File: src/rtl/core/tlc_pkg.sv
// Shared types and character codes for the two-line text console.
package tlc_pkg;

    localparam logic [7:0] CHAR_FF       = 8'h0C;
    localparam logic [7:0] CHAR_CR       = 8'h0D;
    localparam logic [7:0] CHAR_NL       = 8'h0A;
    localparam logic [7:0] CHAR_BS       = 8'h08;
    localparam logic [7:0] CHAR_BLANK    = 8'h20;
    localparam logic [7:0] CHAR_PRINT_LO = 8'h20;
    localparam logic [7:0] CHAR_PRINT_HI = 8'h7E;

    localparam int CELL_COL_W = 4;

    // Per-cycle commands from the controller to the screen memory.
    typedef struct packed {
        logic re;
        logic we;
        logic blank;
        logic clr_all;
        logic clr_bank_en;
        logic clr_bank;
    } mem_ctl_t;

endpackage

File: src/rtl/core/two_line_text_console_core.sv
// Two-line scrolling text console: character decode, cursor and screen refresh.
//
//   channel | signals                                      | dir
//   --------+----------------------------------------------+-----
//   char    | char_valid, char_ready, char_code[7:0]       | in
//   cell    | cell_valid, cell_ready, cell_row, cell_col,  | out
//           | cell_char[7:0], last_cell                    |
//
// A request that changes the screen updates the memory and cursor while idle, then
// refreshes the whole screen, one memory read per cell.
// Carriage return, backspace at column zero and other dropped bytes are taken without a refresh.
// Scrolling swaps the screen banks; blanking clears valid bits.
// Reset blanks the screen and homes the cursor; no clearing pass is needed.
// A stalled cell holds in the memory read register; no read issues until it is taken.
module two_line_text_console_core
    import tlc_pkg::*;
#(
    parameter int COLUMNS = 16
)
(
    input  logic                  clk,
    input  logic                  rst_n,
    input  logic                  char_valid,
    output logic                  char_ready,
    input  logic [7:0]            char_code,
    output logic                  cell_valid,
    input  logic                  cell_ready,
    output logic                  cell_row,
    output logic [CELL_COL_W-1:0] cell_col,
    output logic [7:0]            cell_char,
    output logic                  last_cell
);

    localparam int CW = $clog2(COLUMNS);
    localparam logic [CW-1:0] LAST_COL = CW'(COLUMNS - 1);

    typedef enum logic {ST_IDLE, ST_EMIT} state_t;

    state_t          state_reg, state_next;
    logic            cursor_row_reg, cursor_row_next;
    logic [CW-1:0]   cursor_col_reg, cursor_col_next;
    logic            top_sel_reg, top_sel_next;
    logic            cnt_row_reg, cnt_row_next;
    logic [CW-1:0]   cnt_col_reg, cnt_col_next;
    logic            cell_valid_reg, cell_valid_next;
    logic            cell_row_reg, cell_row_next;
    logic [CW-1:0]   cell_col_reg, cell_col_next;
    logic            last_cell_reg, last_cell_next;

    mem_ctl_t        ctl;
    logic            wr_bank;
    logic [CW-1:0]   wr_col;
    logic            rd_bank;
    logic            cur_bank;
    logic            new_line;
    logic            issue;
    logic            cnt_last;
    logic [CW+CELL_COL_W-1:0] col_ext;

    assign cur_bank = cursor_row_reg ? ~top_sel_reg : top_sel_reg;
    assign rd_bank  = cnt_row_reg ? ~top_sel_reg : top_sel_reg;
    assign cnt_last = cnt_row_reg && (cnt_col_reg == LAST_COL);
    assign issue    = (state_reg == ST_EMIT) && (!cell_valid_reg || cell_ready);

    always_comb
    begin
        state_next      = state_reg;
        cursor_row_next = cursor_row_reg;
        cursor_col_next = cursor_col_reg;
        top_sel_next    = top_sel_reg;
        cnt_row_next    = cnt_row_reg;
        cnt_col_next    = cnt_col_reg;
        cell_row_next   = cell_row_reg;
        cell_col_next   = cell_col_reg;
        last_cell_next  = last_cell_reg;
        ctl             = '0;
        wr_bank         = cur_bank;
        wr_col          = cursor_col_reg;
        new_line        = 1'b0;

        unique case (state_reg)
            ST_IDLE:
            begin
                cnt_row_next = 1'b0;
                cnt_col_next = '0;
                if (char_valid)
                begin
                    priority if (char_code == CHAR_FF)
                    begin
                        ctl.clr_all     = 1'b1;
                        cursor_row_next = 1'b0;
                        cursor_col_next = '0;
                        state_next      = ST_EMIT;
                    end
                    else if (char_code == CHAR_NL)
                    begin
                        new_line = 1'b1;
                    end
                    else if (char_code == CHAR_BS)
                    begin
                        if (cursor_col_reg != '0)
                        begin
                            cursor_col_next = cursor_col_reg - 1'b1;
                            wr_col          = cursor_col_reg - 1'b1;
                            ctl.blank       = 1'b1;
                            state_next      = ST_EMIT;
                        end
                    end
                    else if (char_code >= CHAR_PRINT_LO && char_code <= CHAR_PRINT_HI)
                    begin
                        ctl.we = 1'b1;
                        if (cursor_col_reg == LAST_COL)
                        begin
                            new_line = 1'b1;
                        end
                        else
                        begin
                            cursor_col_next = cursor_col_reg + 1'b1;
                        end
                        state_next = ST_EMIT;
                    end
                    else
                    begin
                        state_next = ST_IDLE;
                    end

                    // From the bottom row a new line swaps banks; the new bottom bank is blanked either way.
                    if (new_line)
                    begin
                        top_sel_next    = cursor_row_reg ? ~top_sel_reg : top_sel_reg;
                        ctl.clr_bank_en = 1'b1;
                        ctl.clr_bank    = ~top_sel_next;
                        cursor_row_next = 1'b1;
                        cursor_col_next = '0;
                        state_next      = ST_EMIT;
                    end
                end
            end
            ST_EMIT:
            begin
                if (issue)
                begin
                    ctl.re         = 1'b1;
                    cell_row_next  = cnt_row_reg;
                    cell_col_next  = cnt_col_reg;
                    last_cell_next = cnt_last;
                    if (cnt_col_reg == LAST_COL)
                    begin
                        cnt_col_next = '0;
                        cnt_row_next = 1'b1;
                    end
                    else
                    begin
                        cnt_col_next = cnt_col_reg + 1'b1;
                    end
                    if (cnt_last)
                    begin
                        cnt_row_next = 1'b0;
                        state_next   = ST_IDLE;
                    end
                end
            end
            default:
            begin
                state_next = ST_IDLE;
            end
        endcase

        if (issue)
        begin
            cell_valid_next = 1'b1;
        end
        else if (cell_ready)
        begin
            cell_valid_next = 1'b0;
        end
        else
        begin
            cell_valid_next = cell_valid_reg;
        end
    end

    always_ff @(posedge clk or negedge rst_n)
    begin
        if (!rst_n)
        begin
            state_reg      <= ST_IDLE;
            cursor_row_reg <= 1'b0;
            cursor_col_reg <= '0;
            top_sel_reg    <= 1'b0;
            cnt_row_reg    <= 1'b0;
            cnt_col_reg    <= '0;
            cell_valid_reg <= 1'b0;
        end
        else
        begin
            state_reg      <= state_next;
            cursor_row_reg <= cursor_row_next;
            cursor_col_reg <= cursor_col_next;
            top_sel_reg    <= top_sel_next;
            cnt_row_reg    <= cnt_row_next;
            cnt_col_reg    <= cnt_col_next;
            cell_valid_reg <= cell_valid_next;
        end
    end

    always_ff @(posedge clk)
    begin
        cell_row_reg  <= cell_row_next;
        cell_col_reg  <= cell_col_next;
        last_cell_reg <= last_cell_next;
    end

    tlc_screen_mem #(
        .COLUMNS (COLUMNS),
        .CW      (CW)
    ) u_screen_mem (
        .clk     (clk),
        .rst_n   (rst_n),
        .ctl     (ctl),
        .wr_bank (wr_bank),
        .wr_col  (wr_col),
        .wr_data (char_code),
        .rd_bank (rd_bank),
        .rd_col  (cnt_col_reg),
        .rd_char (cell_char)
    );

    assign char_ready = (state_reg == ST_IDLE);
    assign cell_valid = cell_valid_reg;
    assign cell_row   = cell_row_reg;
    assign col_ext    = {{CELL_COL_W{1'b0}}, cell_col_reg};
    assign cell_col   = col_ext[CELL_COL_W-1:0];
    assign last_cell  = last_cell_reg;

`ifndef NO_ASSERTIONS
    a_cursor_in_range: assert property (@(posedge clk) disable iff (!rst_n)
        cursor_col_reg <= LAST_COL)
        else $error("cursor column beyond line end");

    a_last_on_bottom: assert property (@(posedge clk) disable iff (!rst_n)
        (cell_valid && last_cell) |-> (cell_row && cell_col_reg == LAST_COL))
        else $error("last cell flagged off the final cell");

    a_refresh_done: assert property (@(posedge clk) disable iff (!rst_n)
        (issue && cnt_last) |=> (char_ready && cnt_row_reg == 1'b0))
        else $error("refresh did not return to idle after final cell");
`endif

endmodule

File: src/rtl/core/tlc_screen_mem.sv
// Screen memory: two banks of character cells with per-cell valid bits.
module tlc_screen_mem
    import tlc_pkg::*;
#(
    parameter int COLUMNS = 16,
    parameter int CW      = 4
)
(
    input  logic          clk,
    input  logic          rst_n,
    input  mem_ctl_t      ctl,
    input  logic          wr_bank,
    input  logic [CW-1:0] wr_col,
    input  logic [7:0]    wr_data,
    input  logic          rd_bank,
    input  logic [CW-1:0] rd_col,
    output logic [7:0]    rd_char
);

    logic [7:0]                 mem [0:1][0:COLUMNS-1];
    logic [1:0][COLUMNS-1:0]    valid_reg;
    logic [1:0][COLUMNS-1:0]    valid_next;
    logic [7:0]                 rd_data_reg;
    logic                       rd_valid_reg;

    always_comb
    begin
        valid_next = valid_reg;
        if (ctl.we)
        begin
            valid_next[wr_bank][wr_col] = 1'b1;
        end
        if (ctl.blank)
        begin
            valid_next[wr_bank][wr_col] = 1'b0;
        end
        if (ctl.clr_bank_en)
        begin
            valid_next[ctl.clr_bank] = '0;
        end
        if (ctl.clr_all)
        begin
            valid_next = '0;
        end
    end

    always_ff @(posedge clk or negedge rst_n)
    begin
        if (!rst_n)
        begin
            valid_reg <= '0;
        end
        else
        begin
            valid_reg <= valid_next;
        end
    end

    always_ff @(posedge clk)
    begin
        if (ctl.we)
        begin
            mem[wr_bank][wr_col] <= wr_data;
        end
    end

    always_ff @(posedge clk)
    begin
        if (ctl.re)
        begin
            rd_data_reg  <= mem[rd_bank][rd_col];
            rd_valid_reg <= valid_reg[rd_bank][rd_col];
        end
    end

    assign rd_char = rd_valid_reg ? rd_data_reg : CHAR_BLANK;

`ifndef NO_ASSERTIONS
    a_no_rd_wr_overlap: assert property (@(posedge clk) disable iff (!rst_n)
        !(ctl.re && (ctl.we || ctl.blank || ctl.clr_all || ctl.clr_bank_en)))
        else $error("screen read overlaps an update");

    a_clear_all: assert property (@(posedge clk) disable iff (!rst_n)
        ctl.clr_all |=> (valid_reg == '0))
        else $error("clear did not blank the screen");

    a_write_sets_valid: assert property (@(posedge clk) disable iff (!rst_n)
        (ctl.we && !ctl.clr_all && !(ctl.clr_bank_en && ctl.clr_bank == wr_bank))
        |=> valid_reg[$past(wr_bank)][$past(wr_col)])
        else $error("written cell not marked valid");
`endif

endmodule

File: config.mk
export PLATFORM = sky130hd
export DESIGN_NAME = two_line_text_console_core
export DESIGN_NICKNAME = d
export VERILOG_FILES = /design/src/rtl/core/tlc_pkg.sv /design/src/rtl/core/two_line_text_console_core.sv /design/src/rtl/core/tlc_screen_mem.sv
export SDC_FILE = /design/constraint.sdc
export NUM_CORES = 1
export LEC_CHECK = 0
export BUFFER_PORTS_ARGS = -buffer_cell sky130_fd_sc_hd__buf_2
export CAP_MARGIN = 20
export CORE_UTILIZATION = 62
export DETAILED_ROUTE_END_ITERATION = 12
export GPL_TIMING_DRIVEN = 0
export PLACE_DENSITY = 0.83
export SYNTH_ARGS = -nofsm -noshare
export SYNTH_HDL_FRONTEND = slang
export SYNTH_SLANG_ARGS = --single-unit
File: constraint.sdc
create_clock -name clk -period 3.65 [get_ports clk]
set_clock_uncertainty 0.05 [all_clocks]
set_input_delay 0.73 -clock clk [delete_from_list [all_inputs] [get_ports clk]]
set_output_delay 0.73 -clock clk [all_outputs]
set_load 0.005 [all_outputs]
======== Word-level counts from Yosys, hierarchy flattened ========
Memories as Yosys holds them, arrays and structs flattened.
Index checks and enable logic that the tools add are counted.
word-level totals
  RAM bits ................................ 256
  register bits after elaboration ......... 60
  input port bits ......................... 12
  output and inout bits ................... 16
  memories ................................ 1
  word-level logic and storage cells ...... 142
cells by class
  equality and inequality tests ........... 9
  add/sub/neg operators ................... 3
  magnitude comparators ................... 13
  reduce and logical (&&, ||, !) cells .... 18
  bitwise logic cells ..................... 10
  muxes and demuxes ....................... 74
memories
  memory            depth  bits a word  read ports  clocked after memory_dff  wr ports  line                  RTL
  u_screen_mem.mem  2      128          1           0                         1         tlc_screen_mem.sv:20  logic [7:0] mem [0:1][0:COLUMNS-1];
operators with widths
  cell                                                             count
  two-way mux 128 bit                                              1
  two-way mux 32 bit                                               4
  bitwise AND 32 bit                                               2
  two-way mux 16 bit                                               4
  NOT 32 bit                                                       2
  two-way mux 4 bit                                                14
  two-way mux 1 bit                                                33
  binary-select mux 8 bit (select 4 bit)                           1
  demux 16 bit (select 1 bit)                                      2
  demux 8 bit (select 4 bit)                                       1
  two-way mux 8 bit                                                4
  OR 32 bit                                                        1
  equality test 8 x 4 -> 1 bit (second input constant)             3
  >= comparator 5 bit (second input constant)                      2
  < comparator 4 x 5 -> 1 bit (second input constant)              2
  two-way mux 5 bit                                                2
  NOT 4 -> 5 bit                                                   2
  adder 4 x 1 -> 4 bit (second input constant)                     2
  equality test 4 bit (second input constant)                      2
  >= comparator 8 x 6 -> 1 bit (second input constant)             1
  less-or-equal comparator 8 x 7 -> 1 bit (second input constant)  1
  case mux 4 bit (2 select lines)                                  1
  nonzero test 4 bit                                               2
  logical AND 1 bit                                                7
  other kinds (20)                                                 31

======== Logic depth before layout (Yosys ltp) ========
Gate-level depths: netlist of run 1.
  depth after elaboration ................. 20
  depth in mapped cells ................... 10

======== Cells and area by module ========
Synthesis of run 1 repeated with hierarchy kept, for this count alone.
unflattened totals
  cells, all modules ...................... 644
  area total of the unflattened synthesis .. 12897.4 µm²
modules (own cells, without submodules)
  module                      sequential area each (µm²)  area an instance (µm²)  cells an instance  times used
  tlc_screen_mem              8758.4                      11763.8                 524                1
  two_line_text_console_core  505.5                       1133.6                  120                1

======== Least setup slack after synthesis of run 1 ========
OpenSTA, ideal clock, no wires.
  kind .................................... input -> register
  start ................................... input port char_code[5]
  end ..................................... memory u_screen_mem.mem[1][24] (netlist bit), enable pin
  arrival time ............................ 2.411 ns
  path buffers ............................ 1
  setup slack ............................. 0.819 ns
  stages .................................. 6
  path through ............................ and4_1 a311o_1 nor3_1 buf_2 nand3_1 nor2_1
on the way
  longest elaborated chain between the ends .. 12
  elaborated cells on any way between the ends .. 25
RTL lines
  element                                                                                          line                              RTL
  start: declaration                                                                               two_line_text_console_core.sv:25  input logic [7:0] char_code,
  equality test 8 x 4 -> 1 bit                                                                     two_line_text_console_core.sv:99  else if (char_code == CHAR_BS)
  two-way mux 4 bit                                                                                two_line_text_console_core.sv:99
  two-way mux 4 bit                                                                                two_line_text_console_core.sv:95  else if (char_code == CHAR_NL)
  two-way mux 4 bit                                                                                two_line_text_console_core.sv:88  priority if (char_code == CHAR_FF)
  two-way mux 4 bit                                                                                two_line_text_console_core.sv:86  if (char_valid)
  two-way mux 4 bit                                                                                two_line_text_console_core.sv:81  unique case (state_reg)
  NOT 4 -> 5 bit (implied by the code)                                                             tlc_screen_mem.sv:63              mem[wr_bank][wr_col] <= wr_data;
  >= comparator 5 bit (implied by the code) / < comparator 5 x 1 -> 1 bit (equally long branches)  tlc_screen_mem.sv:63
  logical AND 1 bit (implied by the code)                                                          tlc_screen_mem.sv:63
  two-way mux 8 bit (implied by the code)                                                          tlc_screen_mem.sv:63
  demux 8 bit (select 4 bit)                                                                       tlc_screen_mem.sv:63
  two-way mux 128 bit (implied by the code) *                                                      tlc_screen_mem.sv:63
  end: declaration                                                                                 tlc_screen_mem.sv:20
Mark *: on every way between the ends. The rest lies on a longest branch, timed or not.

======== Worst setup path in the final report of run 1 ========
  start ................................... input port char_code[1]
  end ..................................... memory u_screen_mem.mem[1][31] (netlist bit), enable pin
Same word-level chain as after synthesis.

==> results.toml, run 1 <==
[logic_synthesis]
async_flop_share_pct = 14.2
synth_edf_count = 271
synth_cell_types = 56
synth_nets = 1126
ys_seq_elements = 316
ys_top_cells_by_area = "edfxtp_1, dfrtp_1, nand2_1, nand3_1, nand4_1"
synth_warnings = 0
syn_area_sq_um = 13300
synth_seq_area_share_pct = 69.6
syn_inst = 1111
syn_avg_cell_area_sq_um = 12.0
yosys.area.top_type = "edfxtp_1"
yosysTopAreaCellShare_pct = 61.1
synthFlopType = "edfxtp_1"

[critical_path]
crit_fanout = 39
end_kind = "flip-flop"
path_class = "input pin to flip-flop"
required_ns = 3.79
worstSetupStartpointType = "input pin"
worstPathArrival_ns = 3.72

[floorplanning]
die_area_sq_um = 22100
start_util_pct = 63.3
io_pins = 28
core_area_sq_um = 21000
fp.dieW_microns = 149
dieHeight_microns = 149
fp-row-count = 53

[global_route]
gr-usage-all-layers_pct = 32.8
grt_max_degree = 46
grt-ovfl-total = 0
grt_pass1_wl_mm = 53.5
grt_pass1_vias = 9581
antenna_found_initial = 0

[sta]
timing.final.crit_period_ns = 3.58
slew_headroom_pct = 26.6
finalCritPeriodShare_pct = 98.2
fmax_ghz = 0.279
tightest_slew_ns = 1.10
hold_viol = 0
finalSetupTns_ns = 0
rsz0062_at_grt = "true"
drv_slew = 0
setup_viol_count_final = 0

[placed_design]
hpwl_mm = 22.7
gp_congestion = 0.900
place_area_sq_um = 13800
placedCellCount = 1414
port-buffer-count = 27

[cells_and_area]
finalNonFillerCells = 1475
nNetsFinal = 1190
finish.utilization_pct = 70.7
final_common_cell = "nand2_1"
diodes = 0
drive_above_1_share_pct = 9.50
largest_register_ffs = 256
most-common-layout-cells = "nand2_1, edfxtp_1, nand3_1"
stdcell_area_sq_um = 14900
n_fill_cell = 1335
syn2layout_area_growth_pct = 11.6

[routing]
wirelength_mm = 34.8
ant_nets = 0
vias_per_cell = 6.63
drtIter0Drc = 1309
wl_per_cell_microns = 23.6
drc = 0
num_vias = 9781
drt-pass1-iter-count = 7

[clock_network]
cts_tree = "built"
numCtsBuffers = 31
htree_levels = 1
cts_root_buffer = "clkbuf_16"
clk_path_buf_depth = 3
cts_setup_buffers = 0
cts_sinks = 316
clkTransAtPathRegs_ns = 0.06
insertion_delay_ns = 0.57

[power_and_ir_drop]
power.total_uw = 9400
max-vdd-ir-drop_v = 0.000619
p_per_area_nw_per_um2 = 633
leakagePower_uw = 0.00518

[hold_path]
hold_class = "flip-flop to flip-flop"

[run_status]
status = "finished, final reports clean"

[run]
maxCapViolations = 0
## Yosys cell counts (all sizes together), types with 4 or more instances
| library cell | n |
|---|---|
| nand2 | 296 |
| edfxtp | 271 |
| nand3 | 107 |
| nor2 | 55 |
| nand4 | 48 |
| clkbuf | 47 |
| dfrtp | 45 |
| a31oi | 43 |
| a21oi | 24 |
| buf | 22 |
| a211oi | 19 |
| and2 | 14 |
| mux2i | 12 |
| a32oi | 10 |
| a311oi | 8 |
| and3 | 7 |
| nor2b | 7 |
| nor3 | 7 |
| nand2b | 6 |
| or2 | 5 |
| inv | 4 |
| mux2 | 4 |
| o21ai | 4 |
| o221a | 4 |
| xor2 | 4 |
## layout make-up
type	count	area, sq um	share of cell area, %
plain buffers	69	278	1.87
inverters	5	18.8	0.126
clock buffers	45	868	5.84
multi-input cells	721	3750	25.3
flip-flops and latches	316	9260	62.3
repair buffers	31	180	1.21
clock inverters	13	154	1.04
well taps	275	344	2.32
## path summary, 6_finish.rpt
path	start	depth (start not counted)	slack, ns	to
worst max-delay path	char_code[1]	7	0.07	u_screen_mem.mem[1][31]$_DFFE_PP_
worst min-delay path	cnt_col_reg[2]$_DFFE_PN0P_	0	0.41	cell_col[2]$_DFFE_PP_
worst max register to register	cursor_col_reg[0]$_DFFE_PN0P_	8	0.23	u_screen_mem.mem[0][86]$_DFFE_PP_
worst min register to register	cnt_col_reg[2]$_DFFE_PN0P_	0	0.41	cell_col[2]$_DFFE_PP_
max in group asynchronous	rst_n	3	2.59	cell_valid$_DFFE_PN0P_
min in group asynchronous	rst_n	2	0.49	u_screen_mem.valid_reg[1]$_DFF_PN0_
## per-layer routing
layer	up-vias	global-route usage, %	part of all wire (%)
met2	745	52.1	47
li1	4232	-	-
met1	4665	43.5	36
met5	-	0	0
met3	139	5.34	11
met4	0	18.4	5.5
## cell families (layout without fill, tap and decap cells)
logic type / Yosys count / after routing / share of synthesized area (%)
AO/OA/AOI/OAI: 134 / 134 / 7.17
AND/OR/NAND/NOR: 561 / 561 / 19.0
buffers and inverters: 74 / 163 / 2.23
XOR/XNOR: 7 / 7 / 0.461
multiplexers: 16 / 16 / 1.24
flip-flops: 316 / 316 / 69.6
adder cells (fa/ha/maj): 3 / 3 / 0.282
## metrics by stage
| stage | hold slack [ns] | setup WS, ns |
|---|---|---|
| after floorplan | 0.373 | 0.819 |
| after global routing | 0.423 | -0.0440 |
| after CTS | 0.330 | 0.153 |
| after global placement | 0.383 | -0.357 |
| after detailed placement | 0.388 | -0.462 |
| final | 0.414 | 0.0658 |
## critical path: stages
cell and delay, ns:
buf_2 0.40, and2_1 0.34, a311o_1 0.38, nor3_1 0.57, buf_2 0.35, nand3_1 0.24
nor2_1 0.70
## where the power goes
| group | internal (uW) | switching (uW) |
|---|---|---|
| clock network | 1860 | 1340 |
| logic | 547 | 1440 |
| registers | 4110 | 103 |
## what timing repair did
action | 4_1_cts | 5_1_grt
gates resized for setup | 0 | 1
hold buffers | 0 | 1
setup endpoints to repair | 0 | 32
endpoints found under the hold margin | 0 | 5
(Power assumes the default switching activity.)
==> inputs of run 2 (changes only) <==
Settings changed: GPL_TIMING_DRIVEN 0 to unset, SETUP_SLACK_MARGIN set to 0.15.
==> results.toml, run 2 (synthesized netlist as in run 1, its figures left out) <==
[run_status]
status = "finished, final reports clean"

[power_and_ir_drop]
leakagePower_uw = 0.00535
power.total_uw = 9340
p_per_area_nw_per_um2 = 621
max-vdd-ir-drop_v = 0.000459

[sta]
tightest_slew_ns = 1.12
setup_viol_count_final = 0
drv_slew = 0
finalCritPeriodShare_pct = 86.4
holdWs_ns = 0.0441
hold_viol = 0
slew_headroom_pct = 25.1
fin_ws_ns = 0.496
fmax_ghz = 0.317
finalSetupTns_ns = 0
timing.final.crit_period_ns = 3.15
rsz0062_at_grt = "false"

[cells_and_area]
stdcell_area_sq_um = 15000
final_common_cell = "nand2_1"
drive_above_1_share_pct = 13.1
syn2layout_area_growth_pct = 13.1
largest_register_ffs = 256
n_fill_cell = 1383
nNetsFinal = 1173
most-common-layout-cells = "nand2_1, edfxtp_1, nand3_1"

[placed_design]
hpwl_mm = 20.9
gp_congestion = 0.943
port-buffer-count = 27
place_area_sq_um = 14000
post-place-ws_ns = 0.304

[critical_path]
crit_slowest_cell = "nor2_1"
crit_fanout = 15
critPathMaxStageDelay_ns = 0.58
required_ns = 3.74
path_class = "flip-flop to flip-flop"
crit_chain = "inv_1 > ha_1 > and2_1 > nor2_4 > mux2_2 > nor2_1"
path_buf_inv = 1
worstPathArrival_ns = 3.24
worstSetupStartpointType = "flip-flop"
path_delay_family = "simple AND/OR/NAND/NOR gates"
end_kind = "flip-flop"

[clock_network]
htree_levels = 2
cts_root_buffer = "clkbuf_16"
numCtsBuffers = 34
postCtsHoldBufs = 0
cts_sinks = 316
cts_tree = "built"
clk_path_buf_depth = 3
cts_setup_buffers = 0
insertion_delay_ns = 0.51
cts_resized = 0
clkTransAtPathRegs_ns = 0.06

[global_route]
gr-usage-all-layers_pct = 31.6
grt_pass1_vias = 9206
grt-ovfl-total = 0
antenna_found_initial = 2
grt_pass1_wl_mm = 51.3
grt_max_degree = 136

[floorplanning]
start_util_pct = 63.3
fp-row-count = 53
fp.dieW_microns = 149
io_pins = 28
dieHeight_microns = 149
die_area_sq_um = 22100
core_area_sq_um = 21000

[hold_path]
hold_class = "input pin to async pin"

[run]
maxCapViolations = 0

[routing]
drc = 0
wl_per_cell_microns = 23.0
vias_per_cell = 6.43
drt-pass1-iter-count = 6
wirelength_mm = 33.6
drtIter0Drc = 1380
ant_nets = 0
num_vias = 9373
-- run 2: stage by stage --
stage               cells  utilization (%)
global placement     1396             66.5
finish               1458             71.6
global route         1457             71.6
CTS                  1456             71.5
detailed placement   1396             66.5
floorplan            1111                -
-- run 2: area by class of cell --
| type | instances | area, sq um | area share [%] |
|---|---|---|---|
| Timing Repair Buffer | 80 | 583 | 3.87 |
| Tap cell | 275 | 344 | 2.29 |
| Clock inverter | 20 | 148 | 0.981 |
| Clock buffer | 40 | 905 | 6.01 |
| Antenna cell | 1 | 2.50 | 0.0166 |
| Inverter | 5 | 18.8 | 0.125 |
| Multi-Input combinational cell | 721 | 3780 | 25.1 |
| Sequential cell | 316 | 9260 | 61.6 |
-- run 2: worst reg2reg max path, stage by stage, from the launching register on --
cell and delay, ns:
dfrtp_1 0.57, inv_1 0.15, ha_1 0.41, and2_1 0.30, nor2_4 0.25, mux2_2 0.47
nor2_1 0.58
-- run 2: worst paths after layout --
check	depth (start not counted)	start	slack [ns]	to
max	6	cursor_col_reg[0]$_DFFE_PN0P_	0.50	u_screen_mem.mem[1][110]$_DFFE_PP_
min reg2reg	1	u_screen_mem.valid_reg[23]$_DFF_PN0_	0.45	u_screen_mem.valid_reg[23]$_DFF_PN0_
max in group asynchronous	2	rst_n	3.02	u_screen_mem.valid_reg[29]$_DFF_PN0_
min	1	rst_n	0.04	state_reg$_DFF_PN0_
min in group clk	1	char_code[4]	0.43	u_screen_mem.mem[1][76]$_DFFE_PP_
max reg2reg	6	cursor_col_reg[0]$_DFFE_PN0P_	0.50	u_screen_mem.mem[1][110]$_DFFE_PP_
-- run 2: where the power goes --
group | switching, uW | leakage [uW] | total (uW) | internal, uW
Combinational | 1290 | 0.00178 | 1860 | 567
Clock | 1330 | 0.000524 | 3250 | 1910
Sequential | 131 | 0.00305 | 4240 | 4110
-- run 2: per-layer routing --
| layer | wire [microns] | part of all wire (%) | global-route usage, % |
|---|---|---|---|
| met4 | 1320 | 3.9 | 13.9 |
| met2 | 16600 | 50 | 51.8 |
| met3 | 3230 | 9.6 | 7.33 |
| met1 | 12400 | 37 | 40.4 |
| met5 | 0 | 0 | 0 |
==> inputs of run 3 (changes only) <==
Settings changed: PLACE_DENSITY 0.83 to 0.79.
==> results.toml, run 3 (synthesized netlist as in run 1, its figures left out) <==
[clock_network]
clkTransAtPathRegs_ns = 0.06
insertion_delay_ns = 0.58
cts_sinks = 316
cts_root_buffer = "clkbuf_16"
clk_path_buf_depth = 3
htree_levels = 1
numCtsBuffers = 31
cts_tree = "built"
cts_setup_buffers = 0

[power_and_ir_drop]
sequentialPowerShare_pct = 45.5
pwr-share-clk_pct = 34.6
internal-power_uw = 6530
power.total_uw = 9330
switchingPower_uw = 2790
p_per_area_nw_per_um2 = 619
switching_share_pct = 29.9
p_comb_share_pct = 19.9
leakagePower_uw = 0.00535
max-vdd-ir-drop_v = 0.000455

[critical_path]
critPathMaxStageDelay_ns = 0.81
r2r_end = "u_screen_mem.mem[1][119]$_DFFE_PP_"
r2r_slack_ns = 0.47
worstSetupStartpointType = "flip-flop"
crit_slowest_cell = "a21oi_1"
path_class = "flip-flop to flip-flop"
crit_chain = "inv_1 > ha_1 > and2_1 > nor3_1 > a21oi_1 > nor2_1 > buf_4"
path_buf_inv = 2
ff2ff_path_depth = 7
reg2reg_from = "cursor_col_reg[0]$_DFFE_PN0P_"
path_delay_family = "compound AO/OA/AOI/OAI gates"
required_ns = 3.93
crit_fanout = 15
crit_path_start = "cursor_col_reg[0]$_DFFE_PN0P_"
end_kind = "flip-flop"
worstPathArrival_ns = 3.47

[sta]
setup_viol_count_final = 0
hold_viol = 0
timing.final.crit_period_ns = 3.18
rsz0062_at_grt = "false"
finalSetupTns_ns = 0
finalCritPeriodShare_pct = 87.2
tightest_slew_ns = 1.09
fmax_ghz = 0.314
slew_headroom_pct = 27.4
drv_slew = 0
holdWs_ns = 0.429

[cells_and_area]
drive_above_1_share_pct = 13.1
most-common-layout-cells = "nand2_1, edfxtp_1, nand3_1"
nNetsFinal = 1171
n_fill_cell = 1369
largest_register_ffs = 256
syn2layout_area_growth_pct = 13.2
final_common_cell = "nand2_1"

[routing]
vias_per_cell = 6.52
drc = 0
ant_nets = 0
drtIter0Drc = 1182
wirelength_mm = 33.9
num_vias = 9474
drt-pass1-iter-count = 6
wl_per_cell_microns = 23.3

[run]
maxCapViolations = 0

[floorplanning]
fp.dieW_microns = 149
die_area_sq_um = 22100
start_util_pct = 63.3
fp-row-count = 53
io_pins = 28
dieHeight_microns = 149
core_area_sq_um = 21000

[run_status]
status = "finished, final reports clean"

[placed_design]
port-buffer-count = 27
hpwl_mm = 20.9
gp_congestion = 0.912

[global_route]
grt_pass1_vias = 8938
grt_pass1_wl_mm = 51.3
grt-ovfl-total = 0
antenna_found_initial = 1
grt_max_degree = 67
gr-usage-all-layers_pct = 31.5

[hold_path]
min_path_cells = 4
worstHoldStart = "cell_ready"
hold_class = "input pin to flip-flop"
min_to = "cnt_col_reg[1]$_DFFE_PN0P_"
run 3: what timing repair did:
action	in CTS	in global routing
hold buffers	0	1
gates resized for setup	0	0
endpoints found under the hold margin	0	4
run 3: worst max path at each step:
stage                                      endpoint  slack [ns]  depth (start not counted)
2_1_floorplan     u_screen_mem.mem[1][24]$_DFFE_PP_        0.82                          6
6_report         u_screen_mem.mem[1][119]$_DFFE_PP_        0.47                          7
5_1_grt        u_screen_mem.valid_reg[21]$_DFF_PN0_        0.37                          8
4_1_cts          u_screen_mem.mem[0][108]$_DFFE_PP_        0.53                          6
3_3_place_gp      u_screen_mem.mem[1][34]$_DFFE_PP_        0.37                          8
3_5_place_dp     u_screen_mem.mem[0][108]$_DFFE_PP_        0.34                          6
run 3: layer usage:
layer | up-vias | global-route usage, % | routed length (microns)
met2 | 604 | 50.9 | 16200
met1 | 4573 | 43.2 | 12800
met5 | - | 0 | 0
met4 | 0 | 12.4 | 1280
li1 | 4191 | - | -
met3 | 106 | 5.28 | 3590
run 3: cell type report:
| cell class | instances | area [sq um] | area share, % |
|---|---|---|---|
| Antenna cell | 1 | 2.50 | 0.0166 |
| Inverter | 5 | 18.8 | 0.125 |
| Clock buffer | 36 | 805 | 5.34 |
| Multi-Input combinational cell | 721 | 3790 | 25.1 |
| Timing Repair Buffer | 81 | 631 | 4.18 |
| Sequential cell | 316 | 9260 | 61.5 |
| Clock inverter | 19 | 219 | 1.45 |
| Tap cell | 275 | 344 | 2.28 |
run 3: stage by stage:
stage | area, sq um | std cells | setup slack (ns) | util [%]
after global routing | 15100 | 1453 | 0.373 | 71.7
after detailed placement | 14000 | 1396 | 0.343 | 66.7
after floorplan | 13300 | 1111 | 0.819 | -
after CTS | 15000 | 1451 | 0.530 | 71.5
final | 15100 | 1454 | 0.467 | 71.7
after global placement | 14000 | 1396 | 0.370 | 66.7
run 3: worst min-delay path, cell delays in order:
cell	delay, ns
buf_2	0.09
nor2b_1	0.06
nand2_1	0.07
a21oi_1	0.06
run 3: power groups by stage:
stage / Sequential, uW / Clock, uW / Combinational, uW
after floorplan: 4250 / 0 / 1120
after CTS: 4240 / 3240 / 1820
after detailed placement: 4310 / 0 / 1810
final: 4240 / 3220 / 1860
after global placement: 4310 / 0 / 1770
after global routing: 4260 / 3370 / 1970
